## config.mk

```make
export PLATFORM = sky130hd
export DESIGN_NAME = pvpe_ctrl
export DESIGN_NICKNAME = d
export VERILOG_FILES = /design/src/hw/rtl/pvpe_pkg.sv /design/src/hw/rtl/pvpe_ctrl.sv
export SDC_FILE = /design/constraint.sdc
export NUM_CORES = 1
export LEC_CHECK = 0
export ABC_AREA = 1
export BUFFER_PORTS_ARGS = -buffer_cell sky130_fd_sc_hd__buf_4
export CORE_AREA = 5 5 42 44
export CTS_CLUSTER_SIZE = 10
export DETAILED_ROUTE_END_ITERATION = 6
export DIE_AREA = 0 0 47 49
export MAX_ROUTING_LAYER = met4
export SETUP_SLACK_MARGIN = 0.4
export SKIP_LAST_GASP = 1
export SLEW_MARGIN = 10
export SYNTH_ARGS = -nofsm -noshare
export SYNTH_HDL_FRONTEND = slang
export SYNTH_SLANG_ARGS = --single-unit
export TNS_END_PERCENT = 30
```

## constraint.sdc

```tcl
create_clock -name clk -period 1.25 [get_ports clk]
set_clock_uncertainty 0.1 [all_clocks]
set_input_delay 0.25 -clock clk [delete_from_list [all_inputs] [get_ports clk]]
set_output_delay 0.25 -clock clk [all_outputs]
set_load 0.02 [all_outputs]
```

## src/hw/rtl/pvpe_pkg.sv

```systemverilog
package pvpe_pkg;

  localparam int DEF_MAX_SEGMENTS  = 64;
  localparam int DEF_MIN_PERIOD_MS = 10;
  localparam int MAX_RESULTS       = 32;
  localparam int MAX_PAIRS         = MAX_RESULTS - 1;
  localparam int PAIR_CNT_W        = $clog2(MAX_RESULTS);

  localparam int DUR_W    = 16;
  localparam int INT_W    = 8;
  localparam int SCALE_W  = 5;
  localparam int SCALED_W = 12;
  localparam int MAX_SCALE = 16;

  localparam int APB_AW = 2;
  localparam int APB_DW = 32;
  localparam logic [APB_AW-1:0] ADDR_PULSE_SCALE = 2'd0;

  typedef struct packed {
    logic load_in;
    logic emit_single;
    logic emit_pulse;
    logic emit_status;
  } pvpe_cmd_t;

  typedef struct packed {
    logic dur_zero;
    logic full;
    logic scaled_zero;
    logic scaled_ge;
    logic pulse_ok;
    logic slot_free;
  } pvpe_stat_t;

endpackage

```

## src/hw/rtl/pvpe_ctrl.sv

```systemverilog
module pvpe_ctrl
  import pvpe_pkg::*;
(
  input  logic       clk,
  input  logic       rst,
  input  logic       in_valid,
  output logic       in_ready,
  input  pvpe_stat_t stat,
  output pvpe_cmd_t  cmd
);

  localparam logic [2:0] S_IDLE   = 3'd0;
  localparam logic [2:0] S_DECIDE = 3'd1;
  localparam logic [2:0] S_SINGLE = 3'd2;
  localparam logic [2:0] S_PULSE  = 3'd3;
  localparam logic [2:0] S_STATUS = 3'd4;

  logic [2:0] state;
  logic [2:0] state_next;

  assign in_ready = (state == S_IDLE);

  always_comb begin
    state_next = state;
    cmd        = '0;
    case (state)
      S_IDLE: begin
        if (in_valid) begin
          cmd.load_in = 1'b1;
          state_next  = S_DECIDE;
        end
      end
      S_DECIDE: begin
        if (stat.dur_zero || stat.full) begin
          state_next = S_STATUS;
        end else if (stat.scaled_zero || stat.scaled_ge) begin
          state_next = S_SINGLE;
        end else begin
          state_next = S_PULSE;
        end
      end
      S_SINGLE: begin
        if (stat.slot_free) begin
          cmd.emit_single = 1'b1;
          state_next      = S_STATUS;
        end
      end
      S_PULSE: begin
        if (stat.slot_free) begin
          if (stat.pulse_ok) begin
            cmd.emit_pulse = 1'b1;
          end else begin
            state_next = S_STATUS;
          end
        end
      end
      S_STATUS: begin
        if (stat.slot_free) begin
          cmd.emit_status = 1'b1;
          state_next      = S_IDLE;
        end
      end
      default: state_next = S_IDLE;
    endcase
  end

  always_ff @(posedge clk) begin
    if (rst) begin
      state <= S_IDLE;
    end else begin
      state <= state_next;
    end
  end

endmodule

```

# Word level (Yosys, flattened, before mapping)

Cells that the tools add are included.
W data, S select, Z words.

Multiplexer cells: 16
Equal/unequal tests: 9
Reduce and logical (&&, ||, !) cells: 4

Operator list:

| kind                 | number |
|---|---|
| $mux W3              | 6 |
| $pmux W3 S5          | 1 |
| $ne A2 B2 Y1 const B | 5 |
| $mux W1              | 9 |
| $eq A3 B2 Y1 const B | 2 |
| $reduce_and A5 Y1    | 1 |
| $eq A3 B1 Y1 const B | 1 |
| $eq A3 B3 Y1 const B | 1 |
| $logic_not A3 Y1     | 1 |
| $logic_or A1 B1 Y1   | 2 |

Flip-flop bits (word level): 3
Input port bits: 9

# Depth between registers and ports, before layout

Gate-level depths: netlist of the first run.

Depth in word-level cells: 4
Mapped depth: 9
Mapped depth without buffers: 9

# Worst setup path after synthesis of the first run

OpenSTA, ideal clock, no wires.

Path kind: register -> output
From: reg state[1]
To: out cmd[2] in the netlist's numbering
Path slack: -100 ps
Stages on the path, launching flop included: 5
Path buffers: 0
Data arrival time: 1000 ps
Cell sequence: dfxtp_1 -> inv_1 -> nor2_2 -> inv_1 -> nor3_1

RTL lines:

| item                   | line            | text |
|---|---|---|
| from (decl)            | pvpe_ctrl.sv:18 | `logic [2:0] state;` |
| from (signal assigned) | pvpe_ctrl.sv:71 | `state <= state_next;` |
| to (decl)              | pvpe_ctrl.sv:9  | `output pvpe_cmd_t cmd` |

==> summary.md, run 1 <==
| Metric | Value |
|---|---|
| Largest net degree at the start of global routing | `6` |
| Fill cells | `171` |
| Total GRT Usage | `0.0664` |
| Leakage power | `0.000244 uW` |
| Row count | `14` |
| I/O pin total | `14` |
| FMAX | `725 MHz` |
| Clock tree buffer depth | `2` |
| Worst VDD drop | `around 0.71 mV` |
| Via total after detailed routing | `315` |
| Hpwl dp | `537 um` |
| Final #Nets | `77` |
| Delay-heaviest family, CP | `flip-flops` |
| Period utilization | `1.10` |
| Die ar. | `2300 um2` |
| Syn Area/Cell | `5.38 um2` |
| Met1 Resource Use GR | `0.0637` |
| Worst setup startpoint | `state[1]` |
| Clock-pin slew on the worst setup and hold paths | `0.03 ns` |
| RSZ-0062 raised after global routing | `true` |
| Most utilized layer in the global route result | `met2` |
| Worst R2R Setup Slack | `approximately 0.020 ns` |
| Vias in the first global route | `302` |
| Cts bufs inserted | `3` |
| Final WL | `~660 um` |
| #FFs+latches synth | `3` |
| Clock Sinks | `3` |
| Gate Count Post-Synth | `between 40 and 50` |
| Critical path fanouts, max | `2` |
| Multi-input logic area | `194 um2` |
| Final WS setup | `-0.129 ns` |
| Largest stage delay on the critical path | `about 0.34 ns` |
| Synthesized Nets | `56` |
| Worst-path cell chain | `inv_2 > nor2_4 > inv_2 > nor3_4 > buf_6` |
| Final setup viols | `5` |
| FF/Latch Area | `63.8 um2` |
| Grt met3 use | `0.0148` |
| Post-route ant nets | `0` |
| Mapped cell area | `about 250 um2` |
| Post-layout min period | `1.38 ns` |
| CP Data Required Time | `~0.90 ns` |
| Data arrival time of the critical path | `1.03 ns` |
| Largest cells by area after synthesis | `dfxtp_1 (24%), nand2_1 (18%), nor2_1 (15%)` |
| TritonCTS clock tree | `done` |
| Max-slew violations | `0` |
| GR Layer Usage met2 | `0.106` |
| Count of input and output buffers | `13` |
| Yosys top cell area share | `0.238` |
| Reg2reg start | `state[1]` |
| Total Power | `roughly 1100 uW` |
| R2R Path End | `state[0]` |
| Max FFs per register | `3` |
| YS warnings | `0` |
| Vias/cell | `about 3.8` |
| Worst Hold Class | `input pin to register` |
| First-pass GRT wire length | `around 1100 um` |
| Crit path to | `cmd[2]` |
| Global route overflow | `0` |
| MaxCap Viol Count | `0` |
| WL per Instance | `7.95 um` |
| WS Path Type | `register to output pin` |
| Number of diodes | `0` |
| CTS root buf | `clkbuf_4` |
| Initial Utilization | `0.180` |
| CTS Hold Bufs | `0` |
| Worst-Skew Late Latency | `0.23 ns` |
| Power density cells | `2250 nW/um2` |
| Area grow syn2layout | `85.6%` |
| Status | `finished with violations` |
| CTS H-tree lvls | `1` |
| Die Ht | `49 um` |
| First drt pass iteration count | `2` |
| GP Congestion | `about 0.67` |
| Biggest regs | `state (3)` |
| Post-synthesis sequential area ratio | `0.238` |
| Width of the die | `47 um` |
| Distinct cells, synth | `12` |
| Crit path capture type | `output pin` |
| Critical-path top delay cell | `dfxtp_2` |
| CP most frequent cell | `inv_2` |
| Slew HR | `0.831` |
| Antenna violations before repair | `0` |
| DRT iter0 DRCs | `1` |
| Biggest area consumer among synthesized cells | `dfxtp_1` |
| Critical path depth | `5` |
| Setup crit start kind | `register` |
| Core area | `between 1000 and 1500 um2` |
| Layout cell share with drive strength beyond 1 | `0.552` |
| DR DRC count | `0` |
| FF-to-FF path depth | `10` |
| Top reg by flops | `state` |
| Slew @ Worst Pin | `0.253 ns` |
| Count of buffer and inverter cells on the critical path | `3` |
| Failing checks | `setup timing` |
| Final Hold Fails | `0` |
| Worst hold slack | `0.0730 ns` |
==> final cells by class <==
| class | count | share of cell area |
|---|---|---|
| tap | 16 | 0.0427 |
| inverter | 10 | 0.0800 |
| timing repair buffer | 16 | 0.272 |
| sequential | 3 | 0.136 |
| multi-input combinational | 34 | 0.413 |
| clock buffer | 4 | 0.0560 |
==> logic make-up after synthesis <==
logic type | count (synthesis) | share of synthesized area
and+or+nand+nor | 32 | 0.574
DFF | 3 | 0.238
buffers and inverters | 10 | 0.148
AOI/OAI and AO/OA | 2 | 0.0396
==> placed cells by master (no fill, tap or decap) <==
cell and count:
a21oi_1 1, buf_4 14, buf_6 2, clkbuf_1 1, clkbuf_4 3, dfxtp_2 3
inv_1 7, inv_2 3, nand2_1 10, nand2_2 5, nand2_4 1, nand3_1 3
nor2_1 7, nor2_2 2, nor2_4 3, nor3_4 1, o21ai_0 1
==> Yosys cell counts <==
| master | instances |
|---|---|
| nor3_1 | 1 |
| nand2_4 | 1 |
| nor2_1 | 10 |
| nand3_1 | 3 |
| o21ai_0 | 1 |
| dfxtp_1 | 3 |
| nand2_2 | 3 |
| inv_2 | 1 |
| nand2_1 | 12 |
| inv_1 | 9 |
| a21oi_1 | 1 |
| nor2_2 | 2 |
==> routing by layer <==
layer,vias to the layer above,part of all wire
met2,5,0.56
met4,0,0
met5,-,0
met1,132,0.38
met3,0,0.062
li1,178,-
==> worst min-delay path by stage <==
stage                to  from  cells past startpoint
2_1_floorplan  state[2]   rst                      1
3_3_place_gp   state[2]   rst                      2
3_5_place_dp   state[2]   rst                      2
4_1_cts        state[2]   rst                      2
5_1_grt        state[2]   rst                      2
6_report       state[2]   rst                      2
==> per-stage QoR <==
step | setup slack (ns) | instance area [um2] | setup TNS [ns] | cells | utilization
2_1_floorplan | 0.129 | 280 | 0 | 47 | -
3_3_place_gp | 0.0244 | 405 | 0 | 77 | 0.289
3_5_place_dp | 0.0429 | 405 | 0 | 77 | 0.289
4_1_cts | -0.153 | 463 | -0.646 | 83 | 0.330
5_1_grt | -0.198 | 469 | -1.06 | 83 | 0.335
6_report | -0.129 | 469 | -0.548 | 83 | 0.335
==> timing repair <==
item	in CTS	in global routing
endpoints found under the setup margin	8	8
buffers inserted	2	0
gates resized for setup	7	2
pin swaps	1	1
==> report_power, final <==
part	internal (uW)	switching (uW)
Clock	119	45.8
Sequential	146	58.8
Combinational	293	393
Power figures use the tool's default switching activity.
==> inputs of run 2 (changes only) <==
Settings changed: PLACE_DENSITY from default to 0.5.
==> summary.md, run 2 (synthesis results as in run 1) <==
| Metric | Value |
|---|---|
| Fraction of power consumed by sequential logic | `0.203` |
| Via total after detailed routing | `317` |
| Worst Hold Class | `input pin to register` |
| Critical-path top delay cell | `dfxtp_4` |
| Area grow syn2layout | `85.1%` |
| Placed cell area | `398 um2` |
| CTS H-tree lvls | `1` |
| Slew @ Worst Pin | `roughly 0.25 ns` |
| Core area | `1400 um2` |
| Worst VDD drop | `1.11 mV` |
| Crit path capture type | `output pin` |
| Data arrival time of the critical path | `1.05 ns` |
| Commonest non-fill, non-tap cell in the layout | `buf_4` |
| Final Hold Fails | `0` |
| Sw Ratio | `0.476` |
| Global route overflow | `0` |
| Post-route ant nets | `0` |
| Fill cells | `167` |
| Worst hold slack | `0.0735 ns` |
| Hpwl dp | `545 um` |
| Antenna violations before repair | `0` |
| CTS Hold Bufs | `0` |
| Vias/cell | `3.82` |
| First drt pass iteration count | `1` |
| Die Ht | `49 um` |
| CTS root buf | `clkbuf_4` |
| Setup crit start kind | `register` |
| Most frequent cells in the layout | `buf_4 (15), nand2_1 (10), inv_1 (7), nor2_1 (7), nand2_2 (5)` |
| Worst-path cell chain | `nor2_4 > nand2_2 > nor2_4 > buf_4` |
| Fin Setup TNS | `-0.660 ns` |
| Die ar. | `between 2000 and 2500 um2` |
| Period utilization | `1.12` |
| GP Congestion | `0.774` |
| Final instance area | `between 400 and 500 um2` |
| Final WS setup | `-0.147 ns` |
| Layout cell share with drive strength beyond 1 | `0.552` |
| WS Path Type | `register to output pin` |
| Internal | `564 uW` |
| Worst-Skew Late Latency | `0.23 ns` |
| Leakage power | `0.000243 uW` |
| Slew HR | `0.830` |
| Failing checks | `setup timing` |
| Cts bufs inserted | `3` |
| Count of buffer and inverter cells on the critical path | `1` |
| Max FFs per register | `3` |
| Switching pwr | `513 uW` |
| RSZ-0062 raised after global routing | `true` |
| Final #Nets | `77` |
| Critical path fanouts, max | `5` |
| Max-slew violations | `0` |
| FMAX | `just over 700 MHz` |
| Top reg by flops | `state` |
| Multi-input logic area | `approximately 190 um2` |
| Row count | `14` |
| FF/Latch Area | `around 66 um2` |
| Count of input and output buffers | `13` |
| Vias in the first global route | `308` |
| First-pass GRT wire length | `1190 um` |
| Number of diodes | `0` |
| Clock tree buffer depth | `2` |
| DRT iter0 DRCs | `0` |
| Largest stage delay on the critical path | `0.36 ns` |
| I/O pin total | `14` |
| Initial Utilization | `0.180` |
| Comb pwr share | `0.636` |
| CP most frequent cell | `nor2_4` |
| TritonCTS clock tree | `done` |
| CP Data Required Time | `~0.90 ns` |
| Total GRT Usage | `0.0722` |
| Power density cells | `roughly 2300 nW/um2` |
| Biggest regs | `state (3)` |
| Largest net degree at the start of global routing | `6` |
| DR DRC count | `0` |
| Worst slack at placement | `around 0.036 ns` |
| WL per Instance | `8.64 um` |
| Clk network pwr share | `0.161` |
| Delay-heaviest family, CP | `flip-flops` |
| Status | `finished with violations` |
| MaxCap Viol Count | `0` |
| Clock-pin slew on the worst setup and hold paths | `~0.040 ns` |
| Final setup viols | `5` |
| Final WL | `717 um` |
| Final core utilization | `0.334` |
| Clock Sinks | `3` |
| Post-layout min period | `approximately 1.4 ns` |
| Width of the die | `47 um` |
[run 2: final timing paths]
kind / start / to / slack [ns] / cells after the start
setup reg to reg: state[1] / state[1] / 0.01 / 10
hold / removal: rst / state[2] / 0.07 / 2
setup / recovery: state[0] / cmd[3] / -0.15 / 4
hold reg to reg: state[2] / state[2] / 0.44 / 2
[run 2: power groups by stage]
stage          clock network (uW)  logic, uW  registers, uW
3_3_place_gp                    0        605            191
4_1_cts                       180        672            211
2_1_floorplan                   0        444            183
6_report                      173        686            219
3_5_place_dp                    0        598            190
5_1_grt                       189        762            223
[run 2: area by class of cell]
type                    count  area share
repair buffers             16       0.265
inverters                  10      0.0802
well taps                  16      0.0428
flip-flops and latches      3       0.142
multi-input cells          34       0.414
clock buffers               4      0.0561
[run 2: through the flow]
stage          total power, uW  cells
6_report                  1080     83
5_1_grt                   1170     83
4_1_cts                   1060     82
3_5_place_dp               789     76
3_3_place_gp               796     76
2_1_floorplan              628     47
[run 2: timing repair]
action | in CTS | in global routing
buffers inserted | 2 | 1
setup endpoints to repair | 8 | 8
pin swaps | 1 | 1
resized for setup | 8 | 1
[run 2: per-layer routing]
metal / up-vias / track usage / routed length [um]
met4: 0 / 0.0138 / 0
met5: - / - / 0
met2: 8 / 0.106 / 357
met1: 129 / 0.0813 / 301
li1: 180 / - / -
met3: 0 / 0.0480 / 58
