$ cat config.mk
export PLATFORM = sky130hd
export DESIGN_NAME = pvpe_dp
export DESIGN_NICKNAME = d
export VERILOG_FILES = /design/src/hw/rtl/pvpe_pkg.sv /design/src/hw/rtl/pvpe_dp.sv
export SDC_FILE = /design/constraint.sdc
export NUM_CORES = 1
export LEC_CHECK = 0
export BUFFER_PORTS_ARGS = -buffer_cell sky130_fd_sc_hd__buf_2
export CORE_MARGIN = 2
export CORE_UTILIZATION = 45
export DETAILED_ROUTE_END_ITERATION = 6
export PLACE_DENSITY = 0.73
export SLEW_MARGIN = 20
export SYNTH_ARGS = -nofsm -noshare
export SYNTH_HDL_FRONTEND = slang
export SYNTH_SLANG_ARGS = --single-unit
export TNS_END_PERCENT = 20
$ cat constraint.sdc
create_clock -name clk -period 11.48 [get_ports clk]
set_input_delay 1.148 -clock clk [delete_from_list [all_inputs] [get_ports clk]]
set_output_delay 1.148 -clock clk [all_outputs]
set_load 0.05 [all_outputs]
$ cat src/hw/rtl/pvpe_pkg.sv
package pvpe_pkg;

  localparam int DEF_MAX_SEGMENTS  = 64;
  localparam int DEF_MIN_PERIOD_MS = 10;
  localparam int MAX_RESULTS       = 32;
  localparam int MAX_PAIRS         = MAX_RESULTS - 1;
  localparam int PAIR_CNT_W        = $clog2(MAX_RESULTS);

  localparam int DUR_W    = 16;
  localparam int INT_W    = 8;
  localparam int SCALE_W  = 5;
  localparam int SCALED_W = 12;
  localparam int MAX_SCALE = 16;

  localparam int APB_AW = 2;
  localparam int APB_DW = 32;
  localparam logic [APB_AW-1:0] ADDR_PULSE_SCALE = 2'd0;

  typedef struct packed {
    logic load_in;
    logic emit_single;
    logic emit_pulse;
    logic emit_status;
  } pvpe_cmd_t;

  typedef struct packed {
    logic dur_zero;
    logic full;
    logic scaled_zero;
    logic scaled_ge;
    logic pulse_ok;
    logic slot_free;
  } pvpe_stat_t;

endpackage

$ cat src/hw/rtl/pvpe_dp.sv
module pvpe_dp
  import pvpe_pkg::*;
#(
  parameter int MAX_SEGMENTS  = DEF_MAX_SEGMENTS,
  parameter int MIN_PERIOD_MS = DEF_MIN_PERIOD_MS
) (
  input  logic               clk,
  input  logic               rst,
  input  pvpe_cmd_t          cmd,
  output pvpe_stat_t         stat,
  input  logic [SCALE_W-1:0] scale,
  input  logic [DUR_W-1:0]   duration_ms,
  input  logic [INT_W-1:0]   intensity,
  input  logic               last_pair,
  output logic               out_valid,
  input  logic               out_ready,
  output logic [DUR_W-1:0]   on_ms,
  output logic [DUR_W-1:0]   off_ms,
  output logic               pair_valid,
  output logic               pattern_full,
  output logic               last_of_run
);

  localparam int PW = $clog2(MIN_PERIOD_MS * MAX_SCALE + 1);
  localparam int CW = $clog2(MAX_SEGMENTS + 1);

  logic [DUR_W-1:0]      dur;
  logic [DUR_W-1:0]      rem;
  logic [SCALED_W-1:0]   scaled;
  logic [PW-1:0]         period;
  logic                  last;
  logic [PAIR_CNT_W-1:0] npairs;
  logic [CW-1:0]         segment_count;

  logic [INT_W+SCALE_W-1:0] scaled_in;
  logic [PW-1:0]            period_in;
  logic [CW:0]              count_p2;
  logic [CW:0]              count_p4;
  logic                     full_after;
  logic [DUR_W-1:0]         period_x;
  logic [DUR_W-1:0]         scaled_x;
  logic                     emit;

  assign scaled_in = (INT_W+SCALE_W)'(intensity) * (INT_W+SCALE_W)'(scale);
  assign period_in = PW'(MIN_PERIOD_MS) * PW'(scale);

  assign period_x = DUR_W'(period);
  assign scaled_x = DUR_W'(scaled);

  assign count_p2   = {1'b0, segment_count} + (CW+1)'(2);
  assign count_p4   = count_p2 + (CW+1)'(2);
  assign full_after = count_p4 > (CW+1)'(MAX_SEGMENTS);

  assign stat.dur_zero    = (dur == '0);
  assign stat.full        = count_p2 > (CW+1)'(MAX_SEGMENTS);
  assign stat.scaled_zero = (scaled == '0);
  assign stat.scaled_ge   = (scaled_x >= period_x);
  assign stat.pulse_ok    = (rem >= period_x) && !stat.full &&
                            (npairs < PAIR_CNT_W'(MAX_PAIRS));
  assign stat.slot_free   = !out_valid || out_ready;

  assign emit = cmd.emit_single || cmd.emit_pulse || cmd.emit_status;

  always_ff @(posedge clk) begin
    if (cmd.load_in) begin
      dur    <= duration_ms;
      rem    <= duration_ms;
      scaled <= scaled_in[SCALED_W-1:0];
      period <= period_in;
      last   <= last_pair;
    end
    if (cmd.emit_pulse) begin
      rem <= rem - period_x;
    end

    if (cmd.emit_single) begin
      on_ms        <= stat.scaled_zero ? '0 : dur;
      off_ms       <= stat.scaled_zero ? dur : '0;
      pair_valid   <= 1'b1;
      pattern_full <= full_after;
      last_of_run  <= 1'b0;
    end else if (cmd.emit_pulse) begin
      on_ms        <= scaled_x;
      off_ms       <= period_x - scaled_x;
      pair_valid   <= 1'b1;
      pattern_full <= full_after;
      last_of_run  <= 1'b0;
    end else if (cmd.emit_status) begin
      on_ms        <= '0;
      off_ms       <= '0;
      pair_valid   <= 1'b0;
      pattern_full <= stat.full;
      last_of_run  <= 1'b1;
    end
  end

  always_ff @(posedge clk) begin
    if (rst) begin
      segment_count <= '0;
      npairs        <= '0;
      out_valid     <= 1'b0;
    end else begin
      if (cmd.load_in) begin
        npairs <= '0;
      end else if (cmd.emit_pulse) begin
        npairs <= npairs + PAIR_CNT_W'(1);
      end

      if (cmd.emit_single || cmd.emit_pulse) begin
        segment_count <= count_p2[CW-1:0];
      end else if (cmd.emit_status && last) begin
        segment_count <= '0;
      end

      if (emit) begin
        out_valid <= 1'b1;
      end else if (out_ready) begin
        out_valid <= 1'b0;
      end
    end
  end

endmodule
Word level (Yosys, flattened, before mapping)
Index checks and enable logic that the tools add are counted.
{"block": "totals", "reg_bits": 100, "in_bits": 37, "output_inout_bits": 42, "word_cells": 57}
{"block": "classes", "add_sub_neg": 5, "multipliers": 2, "magnitude_cmp": 5, "muxes": 16, "n_reduce_logical": 16}
{"cell": "$mux W16", "count": 9}
{"cell": "$ge A16 B8 Y1", "count": 1}
{"cell": "$gt A8 B7 Y1 const B", "count": 2}
{"cell": "$logic_not A16 Y1", "count": 1}
{"cell": "$sub A16 B8 Y16", "count": 1}
{"cell": "$mux W7", "count": 2}
{"cell": "$sub A8 B12 Y13", "count": 1}
{"cell": "$ge A12 B8 Y1", "count": 1}
{"cell": "$logic_not A12 Y1", "count": 1}
{"cell": "$mul A8 B5 Y12", "count": 1}
{"cell": "$add A7 B2 Y8 const B", "count": 1}
{"cell": "$add A8 B2 Y8 const B", "count": 1}
{"cell": "$mul A3 B5 Y7 const A", "count": 1}
{"cell": "$reduce_bool A2 Y1", "count": 3}
{"cell": "$add A5 B1 Y5 const B", "count": 1}
{"cell": "$lt A5 B5 Y1 const B", "count": 1}
{"cell": "$mux W1", "count": 5}
{"cell": "$reduce_or A2 Y1", "count": 2}
{"cell": "$logic_and A1 B1 Y1", "count": 3}
{"cell": "$logic_or A1 B1 Y1", "count": 3}
{"cell": "$reduce_bool A3 Y1", "count": 1}
{"cell": "$logic_not A1 Y1", "count": 2}

Longest topological paths before layout
Gate-level depths: netlist of run 1.
{"block": "depth", "ltp_word": 5, "ltp_mapped": 14, "depth_no_buf": 13}

Worst setup path before layout of run 1
Ideal clock, no wire load.
{"block": "synth_timing", "path_kind": "input port to flip-flop", "from": "input port scale[4]", "to": "register scaled[11], data pin", "setup_time_ps": 260, "arrival_ps": 4210, "required_time_ps": 11220, "setup_slack_ps": 7010, "path_stages": 12, "n_path_buf": 1, "path_cell_list": "clkbuf_1 > nand2_1 > fa_1 > fa_1 > inv_1 > fa_1 > ha_1 > a211o_1 > a21oi_1 > a21oi_1 > a31oi_1 > xnor2_1"}
{"block": "synth_between", "elab_chain_len": 1}
{"element": "start, declared", "line": "pvpe_dp.sv:11", "text": "input logic [SCALE_W-1:0] scale,"}
{"element": "$mul A8 B5 Y12", "line": "pvpe_dp.sv:44", "text": "assign scaled_in = (INT_W+SCALE_W)'(intensity) * (INT_W+SCALE_W)'(scale);"}
{"element": "net scaled_in[11]", "line": "pvpe_dp.sv:35", "text": "logic [INT_W+SCALE_W-1:0] scaled_in;"}
{"element": "end signal, assigned", "line": "pvpe_dp.sv:68", "text": "scaled <= scaled_in[SCALED_W-1:0];"}
{"element": "end, declared", "line": "pvpe_dp.sv:29", "text": "logic [SCALED_W-1:0] scaled;"}
The timed path passes the listed nets, and every way through them passes these cells.
A chain may end at the register's enable or synchronous reset.

Worst setup path in the final report of run 1
{"block": "layout_timing", "from": "input port scale[4]", "to": "register scaled[10], data pin"}
Same word-level chain as after synthesis.

==> results.toml, run 1 <==
[global_route]
grt_antenna_before_repair = 0
overflow = 0
grt_pass1_vias = 4239
grt_pass1_wl_um = 21000
grt_usage_pct = 18.5
grt_max_degree = 44

[floorplanning]
io_pins = 79
initial_utilization_pct = 45.8
die_y_um = 120
dieArea_sq_um = 14400
design.core.area_sq_um = 13200
die_w_um = 120
rows = 42

[power_and_ir_drop]
peakVddDrop_mv = 0.0870
intPower_uw = 771
p_comb_share_pct = 35.3
power_frac_seq_pct = 41.8
clockPowerShare_pct = 23.0
power_switching_uw = 430
power.density_nw_per_um2 = 175
leakage_nw = 2.97
swShare_pct = 35.8

[synthesis]
dominantRegCellSynth = "edfxtp_1"
ys_warn_count = 0
synthDominantCellAreaShare_pct = 42.2
syn_nets = 669
synthArstFlopShare_pct = 0
synth.distinct_cells = 55
synth.most_common_cell = "edfxtp_1"
yosysSeqAreaShare_pct = 46.8
synth_area_per_cell_sq_um = 10.6
syn-cell-area_sq_um = 6050
yosys-top-cells-count = "edfxtp_1, nand2_1, nor2_1"
ys_ff_latch = 99
synthTopCellsByArea = "edfxtp_1, ha_1, fa_1"
synth_edf_count = 85
yosys.area.top_type = "edfxtp_1"
netlist_instances = 568

[cts]
hold_buffers = 0
post_cts.repair.setup_buffers = 0
post_cts_resized = 0
clock-sinks = 99
cts_buffers = 9
cts.path.max_buffers = 2
clkLatencyLatePin_ns = 0.35
cts_root_buffer = "clkbuf_16"
clk_pin_slew_worst_paths_ns = 0.07
cts_tree = "built"
htree_levels = 3

[routing]
via_per_inst = 5.32
final_antenna_net_count = 0
drtPass1Iterations = 5
met3WireLength_um = 595
drc = 0
wl_per_cell_um = 15.6
wl_met1_um = 5920
routed_wl_um = 12800
route.met2.wl_um = 6020
drtIter0Drc = 322
vias = 4374
top_layer = "met4"

[timing]
hold_viol_final = 0
fmax_mhz = 231
rsz0062_at_grt = "no"
slew_violations = 0
setup_viol = 0
finClkSkew_ns = 0.0115
min_period_over_period_pct = 37.6
slew_headroom_pct = 54.9
fin_crit_ns = 4.32
max_slew.worst_pin.slew_ns = 0.676
setup_tns_ns = 0

[setup_path]
endpoint_kind = "flip-flop"
r2r_slack_ns = 9.11
cp-start-kind = "input pin"
path_buf_inv = 3
worstSetupPathType = "input pin to flip-flop"
crit_family = "adder cells"
cpPeakStageDelay_ns = 0.54
crit_path_top_delay_cell = "fa_1"
cp.arrival_ns = 4.40
cp_cell_sequence = "buf_2 > and2_1 > fa_1 > fa_1 > inv_1 > fa_1 > inv_1 > ha_1 > nor2b_1 > nor3_1 > nor2_1 > o41ai_1 > xnor2_1"
cpMostUsedCell = "fa_1"
cp_data_required_time_ns = 11.56
worstPathMaxFanout = 10

[final_layout]
area_growth_syn_to_layout_pct = 13.7
drive_gt1_share_pct = 16.1
nFillCells = 1169
fin_area_sq_um = 6880
fin_cells = 822
diodes = 0
final_nets = 743
final_core_util_pct = 52.1

[placed_design]
dp.cells = 807
port_buffers = 78
placed_area_sq_um = 6610
hpwl_um = 9910
place.gp.congestion = 0.877

[job]
maxCapViolCount = 0

[outcome]
status = "finished, final reports clean"

[hold_path]
hp-class = "flip-flop to flip-flop"
[cells in the final DEF, fill, tap and decap left out, types with 4 or more instances in the layout]
cell type,instances
a211oi_1,5
o21ai_1,7
inv_1,45
xor2_1,15
nor2_1,46
nand2b_1,7
edfxtp_1,85
nand3_1,4
o21ai_0,24
xnor2_1,22
a22o_1,5
buf_2,78
ha_1,44
and2_1,35
nor3_1,11
dfxtp_1,14
o21a_1,5
nor4_1,8
clkbuf_16,9
fa_1,20
a21oi_1,34
a31oi_1,4
nor2b_1,5
a21o_1,7
nand2_1,53
[metal layers]
| layer | vias up | global-route usage [%] |
|---|---|---|
| met1 | 2065 | 25.1 |
| met3 | 21 | 2.28 |
| met4 | 0 | 7.87 |
| li1 | 2149 | - |
| met5 | - | 0 |
| met2 | 139 | 30.0 |
[final timing paths]
kind         cells after the start          to       start
max                             13  scaled[10]    scale[4]
min reg2reg                      2  pair_valid  pair_valid
max reg2reg                      8  off_ms[10]   period[1]
min                              2  pair_valid  pair_valid
[power by group through the flow]
| stage | clock [mW] | combinational [mW] | sequential (mW) |
|---|---|---|---|
| global route | 0.294 | 0.470 | 0.508 |
| floorplan | 0 | 0.264 | 0.565 |
| global placement | 0 | 0.409 | 0.508 |
| CTS | 0.280 | 0.424 | 0.501 |
| detailed placement | 0 | 0.420 | 0.509 |
| finish | 0.276 | 0.423 | 0.502 |
[worst reg2reg max path: stages, from the launching register on]
cell and delay [ns]:
edfxtp_1 0.42, inv_1 0.08, fa_1 0.41, nand2b_1 0.20, a21oi_1 0.23, o21a_1 0.22, nor3b_1 0.25, xor2_1 0.15
o21ai_0 0.10
[logic make-up (layout without fill, tap and decap cells)]
group | Yosys count | in the layout | synth area share [%]
buffers and inverters | 62 | 140 | 3.87
DFF | 99 | 99 | 46.8
adders and majority gates | 64 | 64 | 15.7
muxes | 6 | 6 | 1.06
AOI/OAI and AO/OA | 104 | 104 | 10.4
and+or+nand+nor | 196 | 196 | 16.7
xor gates and xnor gates | 37 | 37 | 5.36
[sequential cells by signal (all words and copies together), names as in the netlist]
name           count
dur               16
off_ms            16
on_ms             16
rem               16
scaled            12
period             7
segment_count      6
npairs             5
last               1
last_of_run        1
out_valid          1
pair_valid         1
pattern_full       1
[area by class of cell]
| cell class | count | area [sq um] | area share (%) |
|---|---|---|---|
| clock buffer | 10 | 229 | 3.33 |
| clock inverter | 5 | 37.5 | 0.546 |
| inverter | 45 | 169 | 2.46 |
| multi-input combinational | 407 | 2980 | 43.4 |
| sequential | 99 | 2830 | 41.2 |
| tap | 176 | 220 | 3.20 |
| timing repair buffer | 80 | 405 | 5.90 |
[stage by stage]
stage	total power [mW]	hold WS, ns	worst slack (ns)
after floorplan	0.828	0.465	7.01
after global placement	0.917	0.442	6.92
after detailed placement	0.929	0.460	6.84
after CTS	1.21	0.472	7.18
after global routing	1.27	0.525	7.01
final	1.20	0.469	7.16
No activity file was read; power rests on OpenSTA's default activity.
==> inputs of run 2 (changes only) <==
Clock period 11.48 ns to 4.2 ns, I/O delays scaled along.
==> results.toml, run 2 (same netlist as run 1, synthesis figures left out) <==
[routing]
drc = 0
drtIter0Drc = 360
final_antenna_net_count = 0
wl_per_cell_um = 15.7
vias = 4332
routed_wl_um = 12900
drtPass1Iterations = 5
via_per_inst = 5.26

[setup_path]
cpMostUsedCell = "fa_1"
path_buf_inv = 3
cp_cell_sequence = "buf_2 > and2_1 > fa_1 > fa_1 > inv_1 > fa_1 > inv_1 > ha_1 > nor2b_1 > nor3_1 > nor2_1 > o41ai_1 > xnor2_1"
cp-start-kind = "input pin"
worstPathMaxFanout = 10
crit_family = "adder cells"
cp_data_required_time_ns = 4.28
worstSetupPathType = "input pin to flip-flop"
cpPeakStageDelay_ns = 0.55
crit_path_top_delay_cell = "fa_1"
endpoint_kind = "flip-flop"
cp.arrival_ns = 3.67

[timing]
finClkSkew_ns = 0.00763
min_period_over_period_pct = 85.5
fin_crit_ns = 3.59
slew_headroom_pct = 54.0
fmax_mhz = 278
slew_violations = 0
setup_viol = 0
rsz0062_at_grt = "no"
setup_tns_ns = 0
hold_viol_final = 0
max_slew.worst_pin.slew_ns = 0.690

[cts]
hold_buffers = 0
cts.path.max_buffers = 2
cts_buffers = 9
htree_levels = 3
clk_pin_slew_worst_paths_ns = 0.07
post_cts.repair.setup_buffers = 0
cts_root_buffer = "clkbuf_16"
post_cts_resized = 0
clkLatencyLatePin_ns = 0.34
clock-sinks = 99
cts_tree = "built"

[power_and_ir_drop]
leakage_nw = 2.98
swShare_pct = 35.9
power.density_nw_per_um2 = 478
power_frac_seq_pct = 41.7
p_comb_share_pct = 35.3
power_switching_mw = 1.18
clockPowerShare_pct = 23.0
peakVddDrop_mv = 0.262
intPower_mw = 2.11
p_total_mw = 3.29

[floorplanning]
io_pins = 79
die_w_um = 120
dieArea_sq_um = 14400
initial_utilization_pct = 45.8
die_y_um = 120
design.core.area_sq_um = 13200
rows = 42

[final_layout]
final_core_util_pct = 52.1
final_nets = 743
mostFrequentLayoutCells = "edfxtp_1, buf_2, nand2_1, nor2_1, inv_1"
diodes = 0
nFillCells = 1169
area_growth_syn_to_layout_pct = 13.7
drive_gt1_share_pct = 16.1
final_common_cell = "edfxtp_1"

[global_route]
grt_antenna_before_repair = 0
grt_pass1_wl_um = 21100
grt_usage_pct = 18.6
grt_pass1_vias = 4268
grt_max_degree = 44
overflow = 0

[placed_design]
port_buffers = 78
hpwl_um = 9950
place.gp.congestion = 0.877

[job]
maxCapViolCount = 0

[outcome]
status = "finished, final reports clean"

[hold_path]
hp-class = "input pin to flip-flop"
[run 2: power groups by stage]
stage / Sequential, mW / Clock [mW] / Combinational, mW
global route: 1.39 / 0.815 / 1.29
finish: 1.37 / 0.755 / 1.16
CTS: 1.37 / 0.768 / 1.16
detailed placement: 1.39 / 0 / 1.15
global placement: 1.39 / 0 / 1.12
floorplan: 1.54 / 0 / 0.721
[run 2: metrics by stage]
step	hold slack, ns	cells	worst slack (ns)	instance area [sq um]
after floorplan	0.465	568	0.458	6050
after global placement	0.442	807	0.368	6610
after detailed placement	0.453	807	0.284	6610
after CTS	0.257	823	0.636	6880
after global routing	0.251	823	0.466	6880
final	0.263	823	0.608	6880
[run 2: cell type report]
class                   instances  area (sq um)  area share [%]
multi-input cells             407          2980            43.4
clock inverters                 7          42.5           0.619
inverters                      45           169            2.46
clock buffers                   9           225            3.27
well taps                     176           220            3.20
repair buffers                 80           405            5.89
flip-flops and latches         99          2830            41.2
[run 2: routing by layer]
layer  vias up  share of wire, %  track usage [%]
met4         0               1.2             4.41
met5         -                 0                0
met3        11               4.5             3.94
met1      2069                46             25.2
li1       2140                 -                -
met2       112                48             30.8
[run 2: path summary, 6_finish.rpt]
check	slack [ns]	startpoint	cells after the start	endpoint
worst max-delay path	0.61	scale[4]	13	scaled[10]
worst min-delay path	0.26	last_pair	1	last
worst max register to register	1.85	period[1]	8	rem[7]
worst min register to register	0.46	pair_valid	2	pair_valid
